**src/jse_pkg.sv**
```systemverilog
// Shared types, constants and helper functions for the JSON string escaper.
`default_nettype none

package jse_pkg;

    // Queue between the classifier and the character expander.
    localparam int QDEPTH  = 4;
    localparam int QPTR_W  = $clog2(QDEPTH);
    localparam int QCNT_W  = $clog2(QDEPTH + 1);

    // Segment kinds: one plain character, a two-character escape, or \uXXXX.
    localparam logic [1:0] SEG_RAW  = 2'd0;
    localparam logic [1:0] SEG_PAIR = 2'd1;
    localparam logic [1:0] SEG_U4   = 2'd2;

    localparam logic [7:0] CH_BSLASH = 8'h5C;
    localparam logic [7:0] CH_QUOTE  = 8'h22;
    localparam logic [7:0] CH_U      = 8'h75;
    localparam logic [7:0] CH_B      = 8'h62;
    localparam logic [7:0] CH_F      = 8'h66;
    localparam logic [7:0] CH_N      = 8'h6E;
    localparam logic [7:0] CH_R      = 8'h72;
    localparam logic [7:0] CH_T      = 8'h74;

    localparam logic [7:0] BYTE_BS  = 8'h08;
    localparam logic [7:0] BYTE_TAB = 8'h09;
    localparam logic [7:0] BYTE_LF  = 8'h0A;
    localparam logic [7:0] BYTE_FF  = 8'h0C;
    localparam logic [7:0] BYTE_CR  = 8'h0D;
    localparam logic [7:0] CTRL_MAX = 8'h1F;
    localparam logic [7:0] HIGH_MIN = 8'h80;

    typedef struct packed {
        logic [1:0]  kind;
        logic [15:0] val;
    } t_seg;

    // One queue entry holds every segment caused by one input byte.
    typedef struct packed {
        t_seg [2:0]  segs;
        logic [1:0]  nseg;
        logic        last;
    } t_entry;

    function automatic logic f_is_cont(input logic [7:0] b);
        return (b & 8'hC0) == 8'h80;
    endfunction

    function automatic logic f_is_lead2(input logic [7:0] b);
        return (b & 8'hE0) == 8'hC0;
    endfunction

    function automatic logic f_is_lead3(input logic [7:0] b);
        return (b & 8'hF0) == 8'hE0;
    endfunction

    function automatic t_seg f_u4(input logic [15:0] v);
        t_seg s;
        s.kind = SEG_U4;
        s.val  = v;
        return s;
    endfunction

    function automatic t_seg f_pair(input logic [7:0] ch);
        t_seg s;
        s.kind = SEG_PAIR;
        s.val  = {8'h00, ch};
        return s;
    endfunction

    // Segment for a byte handled with nothing held (a byte that would be
    // held is classified by the caller before this is used).
    function automatic t_seg f_fresh(input logic [7:0] b);
        t_seg s;
        s.kind = SEG_RAW;
        s.val  = {8'h00, b};
        case (b)
            CH_QUOTE:  s = f_pair(CH_QUOTE);
            CH_BSLASH: s = f_pair(CH_BSLASH);
            BYTE_BS:   s = f_pair(CH_B);
            BYTE_FF:   s = f_pair(CH_F);
            BYTE_LF:   s = f_pair(CH_N);
            BYTE_CR:   s = f_pair(CH_R);
            BYTE_TAB:  s = f_pair(CH_T);
            default: begin
                if (b <= CTRL_MAX || b >= HIGH_MIN) begin
                    s = f_u4({8'h00, b});
                end
            end
        endcase
        return s;
    endfunction

    function automatic logic [2:0] f_seg_len(input logic [1:0] kind);
        logic [2:0] n;
        case (kind)
            SEG_RAW:  n = 3'd1;
            SEG_PAIR: n = 3'd2;
            default:  n = 3'd6;
        endcase
        return n;
    endfunction

    function automatic logic [7:0] f_hex(input logic [3:0] n);
        logic [7:0] c;
        if (n < 4'd10) begin
            c = 8'h30 + {4'h0, n};
        end else begin
            c = 8'h61 + {4'h0, n} - 8'd10;
        end
        return c;
    endfunction

endpackage

`default_nettype wire

```
**src/jse_in_if.sv**
```systemverilog
// Input channel: one string byte per transaction with its end-of-string flag.
`default_nettype none

interface jse_in_if;
    logic       valid;
    logic       ready;
    logic [7:0] in_byte;
    logic       end_of_string;

    modport source (output valid, output in_byte, output end_of_string, input ready);
    modport sink   (input valid, input in_byte, input end_of_string, output ready);
endinterface

`default_nettype wire

```
**src/jse_out_if.sv**
```systemverilog
// Output channel: one escaped character per transaction with its run flags.
`default_nettype none

interface jse_out_if;
    logic       valid;
    logic       ready;
    logic [7:0] out_char;
    logic       last_of_run;
    logic       string_done;

    modport source (output valid, output out_char, output last_of_run,
                    output string_done, input ready);
    modport sink   (input valid, input out_char, input last_of_run,
                    input string_done, output ready);
endinterface

`default_nettype wire

```
**src/jse_front.sv**
```systemverilog
// Classifier: tracks held UTF-8 bytes and turns each byte into escape segments.
`default_nettype none

module jse_front (
    input  wire logic            i_clk,
    input  wire logic            i_rst_n,
    input  wire logic            i_accept,
    input  wire logic [7:0]      i_byte,
    input  wire logic            i_eos,
    output jse_pkg::t_entry      o_entry,
    output logic                 o_push
);

    logic [7:0] r_lead, n_lead;
    logic [7:0] r_second, n_second;
    logic [1:0] r_count, n_count;
    jse_pkg::t_entry entry;
    logic            has_out;
    logic            hold_b;

    assign hold_b = (jse_pkg::f_is_lead2(i_byte) || jse_pkg::f_is_lead3(i_byte)) && !i_eos;

    always_comb begin
        entry      = '0;
        entry.last = i_eos;
        has_out    = 1'b1;
        n_lead     = r_lead;
        n_second   = r_second;
        n_count    = 2'd0;
        case (r_count)
            2'd1: begin
                if (jse_pkg::f_is_lead2(r_lead) && jse_pkg::f_is_cont(i_byte)) begin
                    entry.segs[0] = jse_pkg::f_u4({5'd0, r_lead[4:0], i_byte[5:0]});
                    entry.nseg    = 2'd1;
                end else if (jse_pkg::f_is_lead3(r_lead) && jse_pkg::f_is_cont(i_byte)
                             && !i_eos) begin
                    has_out  = 1'b0;
                    n_second = i_byte;
                    n_count  = 2'd2;
                end else begin
                    entry.segs[0] = jse_pkg::f_u4({8'h00, r_lead});
                    if (hold_b) begin
                        entry.nseg = 2'd1;
                        n_lead     = i_byte;
                        n_count    = 2'd1;
                    end else begin
                        entry.segs[1] = jse_pkg::f_fresh(i_byte);
                        entry.nseg    = 2'd2;
                    end
                end
            end
            2'd2: begin
                if (jse_pkg::f_is_cont(i_byte)) begin
                    entry.segs[0] = jse_pkg::f_u4({r_lead[3:0], r_second[5:0], i_byte[5:0]});
                    entry.nseg    = 2'd1;
                end else begin
                    // Broken three-byte sequence: both held bytes go out as \u escapes.
                    entry.segs[0] = jse_pkg::f_u4({8'h00, r_lead});
                    entry.segs[1] = jse_pkg::f_fresh(r_second);
                    if (hold_b) begin
                        entry.nseg = 2'd2;
                        n_lead     = i_byte;
                        n_count    = 2'd1;
                    end else begin
                        entry.segs[2] = jse_pkg::f_fresh(i_byte);
                        entry.nseg    = 2'd3;
                    end
                end
            end
            default: begin
                if (hold_b) begin
                    has_out = 1'b0;
                    n_lead  = i_byte;
                    n_count = 2'd1;
                end else begin
                    entry.segs[0] = jse_pkg::f_fresh(i_byte);
                    entry.nseg    = 2'd1;
                end
            end
        endcase
    end

    always_ff @(posedge i_clk) begin
        if (!i_rst_n) begin
            r_lead   <= 8'h00;
            r_second <= 8'h00;
            r_count  <= 2'd0;
        end else if (i_accept) begin
            r_lead   <= n_lead;
            r_second <= n_second;
            r_count  <= n_count;
        end
    end

    assign o_entry = entry;
    assign o_push  = i_accept && has_out;

    a_count_range: assert property (@(posedge i_clk) disable iff (!i_rst_n)
        r_count != 2'd3)
        else $error("held byte count out of range");

endmodule

`default_nettype wire

```
**src/jse_queue.sv**
```systemverilog
// Short queue of segment entries between the classifier and the expander.
`default_nettype none

module jse_queue (
    input  wire logic            i_clk,
    input  wire logic            i_rst_n,
    input  wire logic            i_push,
    input  wire jse_pkg::t_entry i_entry,
    output logic                 o_full,
    input  wire logic            i_pop,
    output logic                 o_valid,
    output jse_pkg::t_entry      o_head
);

    jse_pkg::t_entry r_mem [jse_pkg::QDEPTH];
    logic [jse_pkg::QPTR_W-1:0] r_wr, r_rd;
    logic [jse_pkg::QCNT_W-1:0] r_cnt;
    logic                       do_pop;

    assign o_full  = r_cnt == jse_pkg::QCNT_W'(jse_pkg::QDEPTH);
    assign o_valid = r_cnt != '0;
    assign o_head  = r_mem[r_rd];
    assign do_pop  = i_pop && o_valid;

    always_ff @(posedge i_clk) begin
        if (i_push) begin
            r_mem[r_wr] <= i_entry;
        end
    end

    always_ff @(posedge i_clk) begin
        if (!i_rst_n) begin
            r_wr  <= '0;
            r_rd  <= '0;
            r_cnt <= '0;
        end else begin
            if (i_push) begin
                r_wr <= r_wr + 1'b1;
            end
            if (do_pop) begin
                r_rd <= r_rd + 1'b1;
            end
            if (i_push && !do_pop) begin
                r_cnt <= r_cnt + 1'b1;
            end else if (do_pop && !i_push) begin
                r_cnt <= r_cnt - 1'b1;
            end
        end
    end

    a_no_overflow: assert property (@(posedge i_clk) disable iff (!i_rst_n)
        i_push |-> !o_full || do_pop)
        else $error("push into a full queue");

    a_no_underflow: assert property (@(posedge i_clk) disable iff (!i_rst_n)
        i_pop |-> o_valid)
        else $error("pop from an empty queue");

endmodule

`default_nettype wire

```
**src/jse_back.sv**
```systemverilog
// Expander: walks the head entry's segments; one character a cycle unless stalled.
`default_nettype none

module jse_back (
    input  wire logic            i_clk,
    input  wire logic            i_rst_n,
    input  wire logic            i_valid,
    input  wire jse_pkg::t_entry i_head,
    output logic                 o_pop,
    jse_out_if.source            o_out
);

    logic [1:0] r_seg;
    logic [2:0] r_chr;
    logic       r_valid;
    logic [7:0] r_char;
    logic       r_lor;
    logic       r_done;

    jse_pkg::t_seg seg;
    logic [7:0]    ch;
    logic          seg_end;
    logic          entry_end;
    logic          load;

    assign seg       = i_head.segs[r_seg];
    assign seg_end   = r_chr == (jse_pkg::f_seg_len(seg.kind) - 3'd1);
    assign entry_end = seg_end && (r_seg == (i_head.nseg - 2'd1));
    assign load      = !r_valid || o_out.ready;
    assign o_pop     = load && i_valid && entry_end;

    always_comb begin
        case (seg.kind)
            jse_pkg::SEG_RAW: ch = seg.val[7:0];
            jse_pkg::SEG_PAIR: ch = (r_chr == 3'd0) ? jse_pkg::CH_BSLASH : seg.val[7:0];
            default: begin
                case (r_chr)
                    3'd0:    ch = jse_pkg::CH_BSLASH;
                    3'd1:    ch = jse_pkg::CH_U;
                    3'd2:    ch = jse_pkg::f_hex(seg.val[15:12]);
                    3'd3:    ch = jse_pkg::f_hex(seg.val[11:8]);
                    3'd4:    ch = jse_pkg::f_hex(seg.val[7:4]);
                    default: ch = jse_pkg::f_hex(seg.val[3:0]);
                endcase
            end
        endcase
    end

    always_ff @(posedge i_clk) begin
        if (!i_rst_n) begin
            r_valid <= 1'b0;
            r_seg   <= 2'd0;
            r_chr   <= 3'd0;
        end else if (load) begin
            r_valid <= i_valid;
            if (i_valid) begin
                if (entry_end) begin
                    r_seg <= 2'd0;
                    r_chr <= 3'd0;
                end else if (seg_end) begin
                    r_seg <= r_seg + 2'd1;
                    r_chr <= 3'd0;
                end else begin
                    r_chr <= r_chr + 3'd1;
                end
            end
        end
    end

    always_ff @(posedge i_clk) begin
        if (load && i_valid) begin
            r_char <= ch;
            r_lor  <= entry_end;
            r_done <= entry_end && i_head.last;
        end
    end

    assign o_out.valid       = r_valid;
    assign o_out.out_char    = r_char;
    assign o_out.last_of_run = r_lor;
    assign o_out.string_done = r_done;

    a_chr_range: assert property (@(posedge i_clk) disable iff (!i_rst_n)
        r_chr < 3'd6 && r_seg < 2'd3)
        else $error("expander position out of range");

    a_done_ends_run: assert property (@(posedge i_clk) disable iff (!i_rst_n)
        r_valid && r_done |-> r_lor)
        else $error("string end flagged inside a run");

endmodule

`default_nettype wire

```
**src/json_string_escaper.sv**
```systemverilog
// Top level of the streaming JSON string escaper.
// Throughput: one output character per cycle while the sink is ready, set by the
// expander's output register; input bytes are taken one per cycle while the four-entry
// queue has room. A byte expands to at most eighteen characters, so escapes throttle
// the input side. Escapes are registered in the queue, then in the output register.
// Reset (synchronous, active low) clears held UTF-8 bytes, the queue and output valid.
`default_nettype none

module json_string_escaper (
    input  wire logic i_clk,
    input  wire logic i_rst_n,
    jse_in_if.sink    i_in,
    jse_out_if.source o_out
);

    // The front classifies each accepted byte into up to three segments
    // (a plain character, a two-character escape or a \uXXXX group) and
    // keeps the held lead and second bytes of an unfinished UTF-8 sequence.
    // A byte that only adds to the held sequence produces no queue entry.
    jse_pkg::t_entry push_entry;
    logic            push;
    logic            full;
    logic            accept;

    // The back pops whole entries once their last character has been
    // loaded into the output register.
    jse_pkg::t_entry head;
    logic            head_valid;
    logic            pop;

    // The input is taken whenever the queue has a free slot, independent of
    // whether the downstream side is stalled.
    assign i_in.ready = !full;
    assign accept     = i_in.valid && !full;

    jse_front u_front (
        .i_clk    (i_clk),
        .i_rst_n  (i_rst_n),
        .i_accept (accept),
        .i_byte   (i_in.in_byte),
        .i_eos    (i_in.end_of_string),
        .o_entry  (push_entry),
        .o_push   (push)
    );

    jse_queue u_queue (
        .i_clk   (i_clk),
        .i_rst_n (i_rst_n),
        .i_push  (push),
        .i_entry (push_entry),
        .o_full  (full),
        .i_pop   (pop),
        .o_valid (head_valid),
        .o_head  (head)
    );

    jse_back u_back (
        .i_clk   (i_clk),
        .i_rst_n (i_rst_n),
        .i_valid (head_valid),
        .i_head  (head),
        .o_pop   (pop),
        .o_out   (o_out)
    );

endmodule

`default_nettype wire
```
**src/flat_wrapper.sv**
```systemverilog
// flat-port wrapper written by rule: the top's interface ports become plain ports
module json_string_escaper_flat 
  (i_clk, i_rst_n, i_in_valid, i_in_in_byte, i_in_end_of_string, i_in_ready, o_out_valid, o_out_out_char, o_out_last_of_run, o_out_string_done, o_out_ready);
  jse_in_if i_in_i ();
  jse_out_if o_out_i ();
  input  wire logic i_clk;
  input  wire logic i_rst_n;
  input wire logic [$bits(i_in_i.valid)-1:0] i_in_valid;
  input wire logic [$bits(i_in_i.in_byte)-1:0] i_in_in_byte;
  input wire logic [$bits(i_in_i.end_of_string)-1:0] i_in_end_of_string;
  output wire logic [$bits(i_in_i.ready)-1:0] i_in_ready;
  output wire logic [$bits(o_out_i.valid)-1:0] o_out_valid;
  output wire logic [$bits(o_out_i.out_char)-1:0] o_out_out_char;
  output wire logic [$bits(o_out_i.last_of_run)-1:0] o_out_last_of_run;
  output wire logic [$bits(o_out_i.string_done)-1:0] o_out_string_done;
  input wire logic [$bits(o_out_i.ready)-1:0] o_out_ready;
  assign i_in_i.valid = i_in_valid;
  assign i_in_i.in_byte = i_in_in_byte;
  assign i_in_i.end_of_string = i_in_end_of_string;
  assign i_in_ready = i_in_i.ready;
  assign o_out_valid = o_out_i.valid;
  assign o_out_out_char = o_out_i.out_char;
  assign o_out_last_of_run = o_out_i.last_of_run;
  assign o_out_string_done = o_out_i.string_done;
  assign o_out_i.ready = o_out_ready;
  json_string_escaper u_core (.i_clk(i_clk), .i_rst_n(i_rst_n), .i_in(i_in_i), .o_out(o_out_i));
endmodule
```
**config.mk**
```make
export PLATFORM = sky130hd
export DESIGN_NAME = json_string_escaper_flat
export DESIGN_NICKNAME = d
export VERILOG_FILES = /design/src/jse_pkg.sv /design/src/jse_in_if.sv /design/src/jse_out_if.sv /design/src/jse_front.sv /design/src/jse_queue.sv /design/src/jse_back.sv /design/src/json_string_escaper.sv /design/src/flat_wrapper.sv
export SDC_FILE = /design/constraint.sdc
export NUM_CORES = 1
export LEC_CHECK = 0
export BUFFER_PORTS_ARGS = -buffer_cell sky130_fd_sc_hd__buf_2
export CAP_MARGIN = 20
export CORE_AREA = 2 2 149 151
export CTS_BUF_LIST = sky130_fd_sc_hd__clkbuf_16
export CTS_CLUSTER_DIAMETER = 100
export DETAILED_ROUTE_END_ITERATION = 8
export DIE_AREA = 0 0 151 153
export PLACE_DENSITY = 0.69
export SLEW_MARGIN = 20
export SYNTH_ARGS = -nofsm -noshare
export SYNTH_HDL_FRONTEND = slang
export SYNTH_SLANG_ARGS = --single-unit
export TNS_END_PERCENT = 1
```
**constraint.sdc**
```tcl
create_clock -name i_clk -period 4 [get_ports i_clk]
set_input_delay 0.8 -clock i_clk [delete_from_list [all_inputs] [get_ports i_clk]]
set_output_delay 0.8 -clock i_clk [all_outputs]
set_load 0.05 [all_outputs]
```
==> impl_metrics.env <==
export IMPL_path_max_fanout=15
export IMPL_tns_ns=0
export IMPL_arrival_ns=3.89
export IMPL_multi_input_area_mm2=0.00343
export IMPL_hold_buffers=0
export IMPL_clock_fmax_mhz=288
export IMPL_pwr_share_comb_pct=28.9
export IMPL_synthXorXnorAreaFrac_pct=0.913
export IMPL_async_flop_share_pct=0
export IMPL_numCtsBuffers=23
export IMPL_h_tree_depth=1
export IMPL_ys_warn_count=0
export IMPL_clkTransAtPathRegs_ns=0.06
export IMPL_io_buffers=24
export IMPL_slew_viol_final=0
export IMPL_synth_seq_cells=207
export IMPL_critical_path_buf_inv_count=1
export IMPL_worstSetupEndpointType="flip-flop"
export IMPL_drt_first_pass_iters=5
export IMPL_synth_top_area_share_pct=54.5
export IMPL_cp_start_kind="flip-flop"
export IMPL_viasPerCell=5.80
export IMPL_drc=0
export IMPL_crit_family="simple AND/OR/NAND/NOR gates"
export IMPL_antennaDiodeCount=0
export IMPL_rsz0062_at_grt="no"
export IMPL_die_x_um=151
export IMPL_grt_overflow=0
export IMPL_internal_power_w=0.00438
export IMPL_grtUsageTotal_pct=18.3
export IMPL_register_area_mm2=0.00589
export IMPL_postSynthCellCount=703
export IMPL_rows=54
export IMPL_fin_crit_sh_pct=86.7
export IMPL_core_area_mm2=0.0215
export IMPL_postSynthAreaPerCell_um2=13.6
export IMPL_grt_pass1_wl_um=32700
export IMPL_cts_resized=0
export IMPL_drv_cap=0
export IMPL_leakage_nw=3.51
export IMPL_ir_drop_mv=0.371
export IMPL_drtIter0Drc=518
export IMPL_setup_viol=0
export IMPL_synth_area_leaders="edfxtp_1, mux4_2, dfxtp_1"
export IMPL_cts_tree="built"
export IMPL_path_depth=12
export IMPL_numClockSinks=207
export IMPL_synth_nets=733
export IMPL_synth_simple_area_share_pct=10.7
export IMPL_grt_pass1_vias=5800
export IMPL_wl_um=20600
export IMPL_routabilityCongestion=0.898
export IMPL_synth_top_family_by_area="multiplexers"
export IMPL_fp_dieH_um=153
export IMPL_num_vias=5987
export IMPL_yosysTopAreaCell="edfxtp_1"
export IMPL_cts_setup_buffers=0
export IMPL_layout_cells_non_filler=1032
export IMPL_hold_violations=0
export IMPL_ant_nets=0
export IMPL_slew_headroom_pct=41.6
export IMPL_yosys_mux_area_fraction_pct=11.7
export IMPL_syn2layout_area_growth_pct=11.6
export IMPL_netlist_cell_type_count=70
export IMPL_synth_compound_area_share_pct=10.2
export IMPL_synth_edf_count=174
export IMPL_cp_cell_sequence="mux4_1 > nand2_1 > and3_1 > o32a_1 > nor2b_1 > nand2_1 > ha_1 > inv_1 > fa_1 > xor2_1 > or3_1 > a21boi_0"
export IMPL_p_switching_w=0.00209
export IMPL_initial_core_util_pct=44.6
export IMPL_cpPeakStageDelay_ns=0.62
export IMPL_synth_ff_type="edfxtp_1"
export IMPL_p_total_w=0.00648
export IMPL_synth_fa_ha_area_share_pct=2.30
export IMPL_min_period_ns=3.47
export IMPL_n_fill_cell=1846
export IMPL_met2_usage_pct=28.2
export IMPL_cts_buffer_depth=3
export IMPL_ioPinCount=25
export IMPL_grt_use_met1_pct=27.1
export IMPL_routedWlPerCell_um=20.0
export IMPL_cts_root_buffer="clkbuf_16"
export IMPL_die_area_mm2=0.0231
export IMPL_met3_usage_pct=2.66
export IMPL_switching_share_pct=32.3
export IMPL_crit_end="u_core.u_queue.r_cnt[2]"
export IMPL_r2r_slack_ns=0.53
export IMPL_layout_drive_gt1_share_pct=16.2
export IMPL_holdCritPathClass="flip-flop to flip-flop"
export IMPL_pwr_share_seq_pct=42.9
export IMPL_cpMostUsedCell="nand2_1"
export IMPL_synth_cell_area_mm2=0.00959
export IMPL_nNetsFinal=766
export IMPL_cpMaxStageDelayCell="mux4_1"
export IMPL_clk_latency_ns=0.50
export IMPL_worst_ep_required_time_ns=4.42
export IMPL_hpwl_um=13700
export IMPL_worst_pin_slew_ns=0.872
export IMPL_grt_busiest_layer="met2"
export IMPL_reg2reg_depth=12
export IMPL_power_frac_clock_pct=28.2
export IMPL_r2r_end="u_core.u_queue.r_cnt[2]"
export IMPL_status="finished, final reports clean"
export IMPL_seq_area_frac_synth_pct=61.4
export IMPL_place_inst=991
export IMPL_grt_max_degree=42
export IMPL_fin_skew_ns=0.0124
export IMPL_p_per_area_mw_per_mm2=605
export IMPL_grt_antenna_before_repair=0
export IMPL_criticalPathCategory="flip-flop to flip-flop"
-- tightest hold or removal path, delay by kind of cell (launching register included) --
family          cells  cell delay, ns
simple gates        1            0.06
flops               1            0.31
compound gates      1            0.06
-- cells in the final DEF, fill, tap and decap left out, types with 6 or more instances in the layout --
master / instances
nand3_1: 11
a21oi_1: 28
dfxtp_1: 31
mux2i_1: 21
buf_4: 17
nand2_1: 48
nand2b_1: 7
ha_1: 16
edfxtp_1: 174
o21a_1: 13
clkinv_1: 8
inv_1: 24
buf_2: 24
and3_1: 7
o22ai_1: 14
nor2b_1: 26
o21ai_0: 25
xnor2_1: 6
a22oi_1: 15
clkbuf_16: 23
nor2_1: 65
mux4_2: 34
-- power groups by stage --
stage / sequential [W] / combinational [W] / clock, W
2_1_floorplan: 0.00298 / 0.00125 / 0
3_3_place_gp: 0.00282 / 0.00185 / 0
3_5_place_dp: 0.00283 / 0.00186 / 0
4_1_cts: 0.00278 / 0.00188 / 0.00187
5_1_grt: 0.00281 / 0.00205 / 0.00194
6_report: 0.00278 / 0.00187 / 0.00183
-- per-stage QoR --
| stage | worst slack, ns | instance area, um^2 | utilization [%] | hold slack, ns |
|---|---|---|---|---|
| after floorplan | 0.511 | 9590 | - | 0.453 |
| after global placement | 0.605 | 10000 | 46.7 | 0.464 |
| after detailed placement | 0.531 | 10000 | 46.7 | 0.474 |
| after CTS | 0.509 | 10700 | 49.8 | 0.484 |
| after global routing | 0.306 | 10700 | 49.8 | 0.533 |
| final | 0.530 | 10700 | 49.8 | 0.479 |
-- state kept, by name, summed over array words and instances, names as in the netlist, named ones only --
register / flops
u_core.u_front.r_count: 2
u_core.u_queue.r_cnt: 3
u_core.u_back.r_seg: 2
u_core.u_back.o_out.out_char: 8
u_core.u_front.r_lead: 8
u_core.u_front.r_second: 8
u_core.u_queue.r_mem: 164
u_core.u_back.r_chr: 3
u_core.u_back.o_out.valid: 1
u_core.u_queue.r_rd: 2
u_core.u_queue.r_wr: 2
u_core.u_back.o_out.last_of_run: 1
u_core.u_back.o_out.string_done: 1
-- area by class of cell --
class,instances,share of cell area (%)
clock inverter,18,0.760
multi-input combinational,439,32.1
inverter,22,0.772
clock buffer,23,5.38
tap,280,3.27
timing repair buffer,43,2.69
sequential,207,55.0
-- per-layer routing --
layer,up-vias,part of all wire [%]
li1,2771,-
met1,2923,45
met2,251,46
met3,42,6.6
met4,0,2.6
met5,-,0
-- cell families (layout without fill, tap and decap cells) --
logic type      count (synthesis)  count (layout)
simple gates                  207             207
xor+xnor                       10              10
fa+ha+maj                      17              17
flops                         207             207
buf+inv                        57             106
compound gates                144             144
mux                            61              61
-- synth_stat cells, drive strengths merged (15+ instances only) --
| library cell | instances |
|---|---|
| edfxtp | 174 |
| nor2 | 65 |
| nand2 | 48 |
| mux4 | 39 |
| dfxtp | 33 |
| o21ai | 30 |
| a21oi | 29 |
| nor2b | 26 |
| clkbuf | 22 |
| inv | 21 |
| mux2i | 21 |
| ha | 16 |
| a22oi | 15 |
-- how the worst min path moves through the flow --
stage | from | endpoint | cells after the start
2_1_floorplan | u_core.u_front.r_second[6] | u_core.u_front.r_second[6] | 2
3_3_place_gp | u_core.u_queue.r_rd[1] | flip-flop | 2
3_5_place_dp | u_core.u_back.o_out.valid | u_core.u_back.o_out.valid | 2
4_1_cts | u_core.u_back.o_out.valid | u_core.u_back.o_out.valid | 2
5_1_grt | u_core.u_back.o_out.valid | u_core.u_back.o_out.valid | 2
6_report | u_core.u_back.o_out.valid | u_core.u_back.o_out.valid | 2
Note: power is estimated with default switching activity, not from simulation.
